`src/rtl/core/ats_pkg.sv`:
```
`timescale 1ns / 1ps
`default_nettype none

package ats_pkg;

   localparam int NUM_LASERS  = 2;
   localparam int LASER_IDX_W = (NUM_LASERS > 1) ? $clog2(NUM_LASERS) : 1;
   localparam int LASER_CNT_W = LASER_IDX_W + 1;

   localparam int EXPOSURE_W = 26;
   localparam int PULSE_W    = 16;
   localparam int SETTLE_W   = 24;
   localparam int FRAME_W    = 16;
   localparam int POLL_W     = 16;
   localparam int TIMER_W    = 26;
   localparam int LINES_W    = 2;
   localparam int STATUS_W   = 2;

   localparam int CSR_ADDR_W = 5;
   localparam int CSR_DATA_W = 32;

   localparam logic [EXPOSURE_W-1:0] EXPOSURE_RESET = EXPOSURE_W'(300000);
   localparam logic [PULSE_W-1:0]    PULSE_RESET    = PULSE_W'(2000);
   localparam logic [SETTLE_W-1:0]   SETTLE_RESET   = SETTLE_W'(200000);
   localparam logic [FRAME_W-1:0]    FRAMES_RESET   = FRAME_W'(2000);
   localparam logic [POLL_W-1:0]     POLL_RESET     = POLL_W'(1000);

   localparam logic [STATUS_W-1:0] STATUS_NONE    = 2'd0;
   localparam logic [STATUS_W-1:0] STATUS_TOGGLED = 2'd1;
   localparam logic [STATUS_W-1:0] STATUS_ABORTED = 2'd2;
   localparam logic [STATUS_W-1:0] STATUS_DONE    = 2'd3;

   typedef enum logic [2:0] {
      PH_IDLE   = 3'd0,
      PH_EXP_A  = 3'd1,
      PH_EXP_B  = 3'd2,
      PH_GAP    = 3'd3,
      PH_PULSE  = 3'd4,
      PH_WAIT   = 3'd5,
      PH_SETTLE = 3'd6
   } phase_type;

   typedef enum logic [2:0] {
      CSR_EXPOSURE      = 3'd0,
      CSR_STAGE_PULSE   = 3'd1,
      CSR_SETTLE        = 3'd2,
      CSR_FRAME_COUNT   = 3'd3,
      CSR_POLL_INTERVAL = 3'd4
   } csr_index_type;

   typedef struct packed {
      logic [EXPOSURE_W-1:0] exposure_us;
      logic [PULSE_W-1:0]    stage_pulse_us;
      logic [SETTLE_W-1:0]   settle_us;
      logic [FRAME_W-1:0]    frame_count;
      logic [POLL_W-1:0]     poll_interval_us;
   } cfg_type;

   typedef struct packed {
      logic button_level;
      logic camera_active;
      logic stage_busy;
   } item_type;

   typedef struct packed {
      logic [LINES_W-1:0]  laser_lines;
      logic                camera_trigger;
      logic                indicator_led;
      logic                stage_trigger;
      logic [STATUS_W-1:0] status_event;
   } result_type;

endpackage

`default_nettype wire

```
`src/rtl/core/ats_csr.sv`:
```
`timescale 1ns / 1ps
`default_nettype none

module ats_csr import ats_pkg::*; (
   input  wire logic                  clock,
   input  wire logic                  reset,
   input  wire logic                  csr_psel,
   input  wire logic                  csr_penable,
   input  wire logic                  csr_pwrite,
   input  wire logic [CSR_ADDR_W-1:0] csr_paddr,
   input  wire logic [CSR_DATA_W-1:0] csr_pwdata,
   output logic      [CSR_DATA_W-1:0] csr_prdata,
   output logic                       csr_pready,
   output cfg_type                    cfg
);

   cfg_type             cfg_ff, cfg_in;
   logic                write_en;
   logic [2:0]          reg_index;

   assign csr_pready = 1'b1;
   assign write_en   = csr_psel && csr_penable && csr_pwrite && csr_pready;
   assign reg_index  = csr_paddr[CSR_ADDR_W-1:2];
   assign cfg        = cfg_ff;

   always_comb begin
      cfg_in = cfg_ff;
      if (write_en) begin
         unique case (reg_index)
            CSR_EXPOSURE:      cfg_in.exposure_us      = csr_pwdata[EXPOSURE_W-1:0];
            CSR_STAGE_PULSE:   cfg_in.stage_pulse_us   = csr_pwdata[PULSE_W-1:0];
            CSR_SETTLE:        cfg_in.settle_us        = csr_pwdata[SETTLE_W-1:0];
            CSR_FRAME_COUNT:   cfg_in.frame_count      = csr_pwdata[FRAME_W-1:0];
            CSR_POLL_INTERVAL: cfg_in.poll_interval_us = csr_pwdata[POLL_W-1:0];
            default:           cfg_in = cfg_ff;
         endcase
      end
   end

   always_comb begin
      unique case (reg_index)
         CSR_EXPOSURE:      csr_prdata = CSR_DATA_W'(cfg_ff.exposure_us);
         CSR_STAGE_PULSE:   csr_prdata = CSR_DATA_W'(cfg_ff.stage_pulse_us);
         CSR_SETTLE:        csr_prdata = CSR_DATA_W'(cfg_ff.settle_us);
         CSR_FRAME_COUNT:   csr_prdata = CSR_DATA_W'(cfg_ff.frame_count);
         CSR_POLL_INTERVAL: csr_prdata = CSR_DATA_W'(cfg_ff.poll_interval_us);
         default:           csr_prdata = '0;
      endcase
   end

   always_ff @(posedge clock) begin
      if (reset) begin
         cfg_ff.exposure_us      <= EXPOSURE_RESET;
         cfg_ff.stage_pulse_us   <= PULSE_RESET;
         cfg_ff.settle_us        <= SETTLE_RESET;
         cfg_ff.frame_count      <= FRAMES_RESET;
         cfg_ff.poll_interval_us <= POLL_RESET;
      end else begin
         cfg_ff <= cfg_in;
      end
   end

endmodule

`default_nettype wire

```
`src/rtl/core/ats_engine.sv`:
```
`timescale 1ns / 1ps
`default_nettype none

module ats_engine import ats_pkg::*; (
   input  wire logic     clock,
   input  wire logic     reset,
   input  wire logic     step,
   input  item_type      item,
   input  cfg_type       cfg,
   output result_type    result
);

   phase_type               phase_ff, phase_in;
   logic [TIMER_W-1:0]      timer_ff, timer_in;
   logic [FRAME_W-1:0]      frame_ff, frame_in;
   logic [LASER_IDX_W-1:0]  laser_ff, laser_in;
   logic                    last_btn_ff, last_btn_in;
   logic                    run_ff, run_in;
   logic [POLL_W-1:0]       poll_ff, poll_in;

   logic [TIMER_W:0]        timer_inc;
   logic [TIMER_W-1:0]      timer_limit;
   logic                    timer_done;
   logic [FRAME_W-1:0]      frame_next;
   logic                    frame_last;
   logic [POLL_W:0]         poll_elapsed;
   logic                    poll_due;
   logic                    btn_changed;
   logic                    laser_more;
   logic                    settle_zero;
   logic                    frames_zero;
   logic                    exposing;

   // Shared conditions for the next-state and output decoders
   assign timer_inc    = {1'b0, timer_ff} + 1'b1;
   assign timer_done   = timer_inc >= {1'b0, timer_limit};
   assign frame_next   = frame_ff + 1'b1;
   assign frame_last   = frame_next >= cfg.frame_count;
   assign poll_elapsed = {1'b0, poll_ff} + 1'b1;
   assign poll_due     = poll_elapsed >= {1'b0, cfg.poll_interval_us};
   assign btn_changed  = item.button_level != last_btn_ff;
   assign laser_more   = ({1'b0, laser_ff} + 1'b1) < LASER_CNT_W'(NUM_LASERS);
   assign settle_zero  = cfg.settle_us == '0;
   assign frames_zero  = cfg.frame_count == '0;

   always_comb begin
      unique case (phase_ff)
         PH_EXP_A, PH_EXP_B: timer_limit = cfg.exposure_us >> 1;
         PH_PULSE:           timer_limit = TIMER_W'(cfg.stage_pulse_us);
         PH_SETTLE:          timer_limit = TIMER_W'(cfg.settle_us);
         default:            timer_limit = '0;
      endcase
   end

   // Next state
   always_comb begin
      phase_in    = phase_ff;
      timer_in    = timer_ff;
      frame_in    = frame_ff;
      laser_in    = laser_ff;
      last_btn_in = last_btn_ff;
      run_in      = run_ff;
      poll_in     = poll_ff;
      unique case (phase_ff)
         PH_EXP_A: begin
            timer_in = timer_inc[TIMER_W-1:0];
            if (timer_done) begin
               timer_in = '0;
               if (item.camera_active) begin
                  phase_in = PH_EXP_B;
               end else begin
                  // camera abort ends the whole run
                  phase_in = PH_IDLE;
                  run_in   = 1'b0;
                  poll_in  = '1;
               end
            end
         end
         PH_EXP_B: begin
            timer_in = timer_inc[TIMER_W-1:0];
            if (timer_done) begin
               timer_in = '0;
               phase_in = PH_GAP;
            end
         end
         PH_GAP: begin
            timer_in = '0;
            if (laser_more) begin
               laser_in = laser_ff + 1'b1;
               phase_in = PH_EXP_A;
            end else begin
               phase_in = PH_PULSE;
            end
         end
         PH_PULSE: begin
            timer_in = timer_inc[TIMER_W-1:0];
            if (timer_done) begin
               timer_in = '0;
               phase_in = PH_WAIT;
            end
         end
         PH_WAIT: begin
            if (!item.stage_busy) begin
               timer_in = '0;
               phase_in = PH_SETTLE;
               if (settle_zero) begin
                  frame_in = frame_next;
                  laser_in = '0;
                  phase_in = PH_EXP_A;
                  if (frame_last) begin
                     phase_in = PH_IDLE;
                     run_in   = 1'b0;
                     poll_in  = '1;
                  end
               end
            end
         end
         PH_SETTLE: begin
            timer_in = timer_inc[TIMER_W-1:0];
            if (timer_done) begin
               timer_in = '0;
               frame_in = frame_next;
               laser_in = '0;
               phase_in = PH_EXP_A;
               if (frame_last) begin
                  phase_in = PH_IDLE;
                  run_in   = 1'b0;
                  poll_in  = '1;
               end
            end
         end
         default: begin
            // idle polling; unknown codes fall back here
            phase_in = PH_IDLE;
            if (!poll_due) begin
               poll_in = poll_elapsed[POLL_W-1:0];
            end else begin
               poll_in = '0;
               if (btn_changed) begin
                  if (!item.button_level) begin
                     run_in = !run_ff;
                  end
                  last_btn_in = item.button_level;
               end else if (run_ff) begin
                  frame_in = '0;
                  timer_in = '0;
                  if (frames_zero) begin
                     run_in  = 1'b0;
                     poll_in = '1;
                  end else begin
                     laser_in = '0;
                     phase_in = PH_EXP_A;
                  end
               end
            end
         end
      endcase
   end

   // Outputs: line levels after the tick, event of this tick
   always_comb begin
      exposing = (phase_in == PH_EXP_A) || (phase_in == PH_EXP_B);
      for (int i = 0; i < LINES_W; i++) begin
         result.laser_lines[i] = exposing && (LASER_CNT_W'(laser_in) == LASER_CNT_W'(i));
      end
      result.camera_trigger = exposing;
      result.indicator_led  = exposing;
      result.stage_trigger  = phase_in == PH_PULSE;
      result.status_event   = STATUS_NONE;
      unique case (phase_ff)
         PH_EXP_A: begin
            if (timer_done && !item.camera_active) begin
               result.status_event = STATUS_ABORTED;
            end
         end
         PH_EXP_B, PH_GAP, PH_PULSE: begin
            result.status_event = STATUS_NONE;
         end
         PH_WAIT: begin
            if (!item.stage_busy && settle_zero && frame_last) begin
               result.status_event = STATUS_DONE;
            end
         end
         PH_SETTLE: begin
            if (timer_done && frame_last) begin
               result.status_event = STATUS_DONE;
            end
         end
         default: begin
            if (poll_due) begin
               if (btn_changed) begin
                  if (!item.button_level) begin
                     result.status_event = STATUS_TOGGLED;
                  end
               end else if (run_ff && frames_zero) begin
                  result.status_event = STATUS_DONE;
               end
            end
         end
      endcase
   end

   always_ff @(posedge clock) begin
      if (reset) begin
         phase_ff    <= PH_IDLE;
         timer_ff    <= '0;
         frame_ff    <= '0;
         laser_ff    <= '0;
         last_btn_ff <= 1'b0;
         run_ff      <= 1'b0;
         poll_ff     <= '0;
      end else if (step) begin
         phase_ff    <= phase_in;
         timer_ff    <= timer_in;
         frame_ff    <= frame_in;
         laser_ff    <= laser_in;
         last_btn_ff <= last_btn_in;
         run_ff      <= run_in;
         poll_ff     <= poll_in;
      end
   end

endmodule

`default_nettype wire

```
`src/rtl/core/ats_rsp_queue.sv`:
```
`timescale 1ns / 1ps
`default_nettype none

module ats_rsp_queue import ats_pkg::*; (
   input  wire logic  clock,
   input  wire logic  reset,
   input  wire logic  push,
   input  result_type push_data,
   output logic       has_room,
   output logic       rsp_valid,
   input  wire logic  rsp_ready,
   output result_type rsp_data
);

   localparam int DEPTH = 2;
   localparam int PTR_W = $clog2(DEPTH);
   localparam int CNT_W = PTR_W + 1;

   result_type         entries_ff [DEPTH];
   logic [PTR_W-1:0]   wr_ptr_ff, wr_ptr_in;
   logic [PTR_W-1:0]   rd_ptr_ff, rd_ptr_in;
   logic [CNT_W-1:0]   count_ff, count_in;
   logic               pop;

   assign rsp_valid = count_ff != '0;
   assign has_room  = count_ff != CNT_W'(DEPTH);
   assign rsp_data  = entries_ff[rd_ptr_ff];
   assign pop       = rsp_valid && rsp_ready;

   always_comb begin
      wr_ptr_in = push ? wr_ptr_ff + 1'b1 : wr_ptr_ff;
      rd_ptr_in = pop ? rd_ptr_ff + 1'b1 : rd_ptr_ff;
      count_in  = count_ff + CNT_W'(push) - CNT_W'(pop);
   end

   always_ff @(posedge clock) begin
      if (push) begin
         entries_ff[wr_ptr_ff] <= push_data;
      end
   end

   always_ff @(posedge clock) begin
      if (reset) begin
         wr_ptr_ff <= '0;
         rd_ptr_ff <= '0;
         count_ff  <= '0;
      end else begin
         wr_ptr_ff <= wr_ptr_in;
         rd_ptr_ff <= rd_ptr_in;
         count_ff  <= count_in;
      end
   end

endmodule

`default_nettype wire

```
`src/rtl/core/acquisition_trigger_sequencer_core.sv`:
```
`timescale 1ns / 1ps
`default_nettype none
// Acquisition trigger sequencer.
// Each req_ transfer is one microsecond tick carrying the button, camera-active
// and stage-busy pin levels; each rsp_ transfer carries the laser, camera, LED
// and stage trigger levels after that tick plus a status event code.
// Exactly one result per request, in order.
// Path: a request accepted is held in the input register, processed by the
// sequencer step when the result queue has room, and offered on rsp_ from it.
// Throughput: one tick per cycle while the result queue has room, set by the
// sequencer step between the input register and the two-entry result queue.
// Stall: the result queue holds two results and the input register one more;
// req_ready drops only when all three are occupied.
// Reset (synchronous): sequencer goes to idle polling with run cleared, the
// pipeline empties and all registers but the payload and queue entries reset.
// csr_ is an APB-style port; writes are meant for idle periods only.
module acquisition_trigger_sequencer_core import ats_pkg::*; (
   input  wire logic                  clock,
   input  wire logic                  reset,
   input  wire logic                  req_valid,
   output logic                       req_ready,
   input  wire logic                  req_button_level,
   input  wire logic                  req_camera_active,
   input  wire logic                  req_stage_busy,
   output logic                       rsp_valid,
   input  wire logic                  rsp_ready,
   output logic      [LINES_W-1:0]    rsp_laser_lines,
   output logic                       rsp_camera_trigger,
   output logic                       rsp_indicator_led,
   output logic                       rsp_stage_trigger,
   output logic      [STATUS_W-1:0]   rsp_status_event,
   input  wire logic                  csr_psel,
   input  wire logic                  csr_penable,
   input  wire logic                  csr_pwrite,
   input  wire logic [CSR_ADDR_W-1:0] csr_paddr,
   input  wire logic [CSR_DATA_W-1:0] csr_pwdata,
   output logic      [CSR_DATA_W-1:0] csr_prdata,
   output logic                       csr_pready
);

   cfg_type     cfg;
   item_type    item_ff, item_in;
   logic        in_valid_ff, in_valid_in;
   logic        q_room;
   logic        step;
   result_type  step_result;
   result_type  rsp_data;

   // Advance the sequencer whenever a tick is held and the queue can take it
   assign step      = in_valid_ff && q_room;
   assign req_ready = !in_valid_ff || step;

   always_comb begin
      in_valid_in = in_valid_ff;
      item_in     = item_ff;
      if (req_valid && req_ready) begin
         in_valid_in           = 1'b1;
         item_in.button_level  = req_button_level;
         item_in.camera_active = req_camera_active;
         item_in.stage_busy    = req_stage_busy;
      end else if (step) begin
         // drop the tick once it has been consumed
         in_valid_in = 1'b0;
      end
   end

   always_ff @(posedge clock) begin
      if (reset) begin
         in_valid_ff <= 1'b0;
      end else begin
         in_valid_ff <= in_valid_in;
      end
   end

   // Payload register: no reset needed
   always_ff @(posedge clock) begin
      item_ff <= item_in;
   end

   ats_csr u_csr (
      .clock       (clock),
      .reset       (reset),
      .csr_psel    (csr_psel),
      .csr_penable (csr_penable),
      .csr_pwrite  (csr_pwrite),
      .csr_paddr   (csr_paddr),
      .csr_pwdata  (csr_pwdata),
      .csr_prdata  (csr_prdata),
      .csr_pready  (csr_pready),
      .cfg         (cfg)
   );

   ats_engine u_engine (
      .clock  (clock),
      .reset  (reset),
      .step   (step),
      .item   (item_ff),
      .cfg    (cfg),
      .result (step_result)
   );

   ats_rsp_queue u_rsp_queue (
      .clock     (clock),
      .reset     (reset),
      .push      (step),
      .push_data (step_result),
      .has_room  (q_room),
      .rsp_valid (rsp_valid),
      .rsp_ready (rsp_ready),
      .rsp_data  (rsp_data)
   );

   assign rsp_laser_lines    = rsp_data.laser_lines;
   assign rsp_camera_trigger = rsp_data.camera_trigger;
   assign rsp_indicator_led  = rsp_data.indicator_led;
   assign rsp_stage_trigger  = rsp_data.stage_trigger;
   assign rsp_status_event   = rsp_data.status_event;

endmodule

`default_nettype wire

```
`config.mk`:
```
export PLATFORM = sky130hd
export DESIGN_NAME = acquisition_trigger_sequencer_core
export DESIGN_NICKNAME = d
export VERILOG_FILES = /design/src/rtl/core/ats_pkg.sv /design/src/rtl/core/ats_csr.sv /design/src/rtl/core/ats_engine.sv /design/src/rtl/core/ats_rsp_queue.sv /design/src/rtl/core/acquisition_trigger_sequencer_core.sv
export SDC_FILE = /design/constraint.sdc
export NUM_CORES = 1
export LEC_CHECK = 0
export BUFFER_PORTS_ARGS = -buffer_cell sky130_fd_sc_hd__buf_2
export CORE_MARGIN = 2
export CORE_UTILIZATION = 35
export DETAILED_ROUTE_END_ITERATION = 7
export GPL_TIMING_DRIVEN = 0
export SYNTH_ARGS = -nofsm -noshare
export SYNTH_HDL_FRONTEND = slang
export SYNTH_SLANG_ARGS = --single-unit
```
`constraint.sdc`:
```
create_clock -name clock -period 5.1 [get_ports clock]
set_clock_uncertainty 0.1 [all_clocks]
set_input_delay 0.255 -clock clock [delete_from_list [all_inputs] [get_ports clock]]
set_output_delay 0.255 -clock clock [all_outputs]
set_load 0.01 [all_outputs]
```
==> flow_summary.json <==
{
  "endpoint_kind": "flip-flop",
  "busiest_layer": "met2",
  "totalWireLength_mm": 39.73,
  "finalSetupViolCount": 0,
  "layout_setup_ws_ns": 0.2657,
  "max_cap_viol_count": 0,
  "fin_crit_ns": 4.834,
  "maxSlewHeadroom_pct": 28.95,
  "viasPerCell": 5.778,
  "synth_xor_area_share_pct": 4.318,
  "grt_setup_unrepaired": "no",
  "grt_pass1_wl_mm": 60.86,
  "htree_num_levels": 4,
  "synth_top_family_by_area": "simple AND/OR/NAND/NOR gates",
  "met1_usage_pct": 30.39,
  "gp_congestion": 0.9369,
  "synth-seq-area-share_pct": 33.57,
  "antenna_found_initial": 1,
  "slew_viol_final": 0,
  "vias": 11331,
  "synth.area.mux_share_pct": 5.981,
  "synth_edf_count": 15,
  "cpMostUsedCell": "nand2_1",
  "core_area_mm2": 0.03172,
  "synth_flop_cell": "dfxtp_1",
  "hold_viol_final": 0,
  "multi_input_area_mm2": 0.007003,
  "start_kind": "flip-flop",
  "drtPass1Iterations": 6,
  "nets": 1654,
  "synth_adder_area_share_pct": 6.917,
  "ys_async_sr_fraction_pct": 0,
  "avgSynthCellArea_um2": 7.949,
  "arrival_ns": 4.96,
  "max_stage_delay_ns": 0.50,
  "chipHeight_um": 184.2,
  "max-vdd-ir-drop_v": 0.0002188,
  "syn-cell-area_mm2": 0.01136,
  "slowest_stage": "dfxtp_1",
  "cts-root-buf": "clkbuf_16",
  "clk_pin_slew_ns": 0.08,
  "worstPathCellList": "ha_1, and2_1, nand2_1, nor3_2, nand2_1, xnor2_1, ha_1, a21oi_1, o21ai_0, a221oi_2, o211a_1, nand2_1, a221o_1, a221oi_1, nor3b_1",
  "p_leak_nw": 5.270,
  "ys_warn_count": 0,
  "syn_to_final_growth_pct": 15.24,
  "fmax_ghz": 0.2069,
  "cts_buffer_depth": 2,
  "grtUsageMet3_pct": 4.426,
  "cp_top_family": "compound AO/OA/AOI/OAI gates",
  "ys_seq_elements": 183,
  "criticalPathCategory": "flip-flop to flip-flop",
  "power_density_mw_per_mm2": 291.2,
  "synth_compound_area_share_pct": 21.56,
  "worst_pin_slew_ns": 1.066,
  "worst-path-max-fanout": 7,
  "drive_gt1_share_pct": 12.20,
  "status": "completed",
  "ant_nets": 0,
  "port_buffers": 72,
  "fillers": 3255,
  "drtIter0Drc": 886,
  "regArea_mm2": 0.003814,
  "grt_max_degree": 21,
  "grt_usage_pct": 23.40,
  "finalNonFillerCells": 1961,
  "cts.sinks": 183,
  "dpl.cell_count": 1908,
  "cp.required_ns": 5.23,
  "wl_per_cell_um": 20.26,
  "hpwlAfterDp_mm": 30.08,
  "start_util_pct": 35.81,
  "die_area_mm2": 0.03391,
  "grt_overflow": 0,
  "synthCells": 1429,
  "critPathBufInv": 0,
  "post-place-ws_ns": -0.4770,
  "grt_util_met2_pct": 37.21,
  "synth.distinct_cells": 76,
  "ios": 89,
  "die_w_um": 184.2,
  "grt_pass1_vias": 10634,
  "cts_buffers": 17,
  "hold_path_class": "input port to flip-flop",
  "drc_errors": 0,
  "cts_tree": "done",
  "synthSimpleGateAreaFrac_pct": 22.21,
  "fp-row-count": 65,
  "clk_latency_ns": 0.46,
  "min_period_over_period_pct": 94.79
}
==> through the flow <==
stage / util [%] / power [mW] / cell area [um^2] / hold slack [ns] / setup TNS [ns]
6_report: 41.27 / 3.812 / 13090 / 0.01777 / 0
4_1_cts: 41.06 / 3.802 / 13020 / 0.006372 / 0
3_5_place_dp: 38.60 / 2.438 / 12240 / 0.3362 / -11.31
5_1_grt: 41.27 / 3.967 / 13090 / 0.02275 / 0
3_3_place_gp: 38.60 / 2.429 / 12240 / 0.3432 / -11.01
2_1_floorplan: - / 2.147 / 11380 / 0.2539 / 0
==> sequential cells by signal, summed over array words and instances, names as in the netlist, 2 cells and up, named ones only <==
signal                  flops
u_csr.cfg                  98
u_engine.frame_ff          16
u_engine.timer_ff          26
u_engine.phase_ff           3
u_rsp_queue.count_ff        2
u_engine.poll_ff           16
item_ff                     3
u_rsp_queue.entries_ff     12
==> layout make-up <==
cell class	count	area share, %
clock inverter	15	1.290
multi-input combinational	1104	53.49
clock buffer	17	3.250
antenna	1	0.01911
timing repair buffer	93	4.282
inverter	50	1.434
tap	402	3.842
buffer	96	3.259
sequential	183	29.13
==> report_power, final <==
group | switching, mW | internal, mW | leakage, nW
Combinational | 0.585 | 0.304 | 3.48
Clock | 0.710 | 0.664 | 0.291
Sequential | 0.0465 | 1.50 | 1.50
Total | 1.34 | 2.47 | 5.27
==> path summary, 6_finish.rpt <==
check	from	endpoint	slack [ns]	cells after the start
worst max-delay path	u_engine.timer_ff[0]	u_rsp_queue.entries_ff[0][6]	0.27	15
worst min-delay path	csr_pwdata[5]	u_csr.cfg[61]	0.02	3
worst max register to register	u_engine.timer_ff[0]	u_rsp_queue.entries_ff[0][6]	0.27	15
worst min register to register	u_csr.cfg[72]	u_csr.cfg[72]	0.37	2
==> cells in the final DEF, fill, tap and decap left out, types with 25 or more instances in the layout <==
cell,n
nand2_1,259
dfxtp_1,168
a21oi_1,131
nor2_1,88
buf_2,77
clkbuf_1,69
ha_1,62
nand3_1,61
inv_1,48
a22oi_1,47
o21ai_0,44
mux2_2,39
xnor2_1,34
nor3_1,30
and3_1,25
==> cells in the mapped netlist (all sizes together) (25+ instances only) <==
master / n / area (um^2)
a21oi: 131 / 655.6
ha: 62 / 775.7
nor2: 90 / 340.3
nand3: 62 / 315.3
a22oi: 47 / 352.8
o21ai: 44 / 220.2
and3: 25 / 156.4
nor3: 32 / 171.4
clkbuf: 73 / 274.0
inv: 48 / 180.2
xnor2: 34 / 297.8
mux2: 39 / 439.2
nand2: 259 / 972.2
dfxtp: 168 / 3363
==> metal layers <==
metal | part of all wire [%] | up-vias
met5 | 0 | -
met4 | 4.3 | 0
met3 | 7.3 | 78
met2 | 46 | 424
met1 | 42 | 5438
li1 | - | 5391
==> worst min-delay path, delay by kind of cell <==
family / cells / cell delay [ns]
AOI/OAI and AO/OA: 1 / 0.05
buffers and inverters: 1 / 0.15
and+or+nand+nor: 1 / 0.07
==> kinds of logic after synthesis <==
group	count (synthesis)
other cells	2
mux	63
xor+xnor	56
buf+inv	147
flops	183
simple gates	553
fa+ha+maj	63
compound gates	362
==> repair_timing <==
item                                    CTS  global route
setup buffers                             0             4
cloned                                    0             0
gates resized for setup                   5             7
hold buffers                             17             0
endpoints found under the setup margin   69            52
hold endpoints to repair                 34             0
pin swaps                                 0             1
Note: power is estimated with default switching activity, not from simulation.
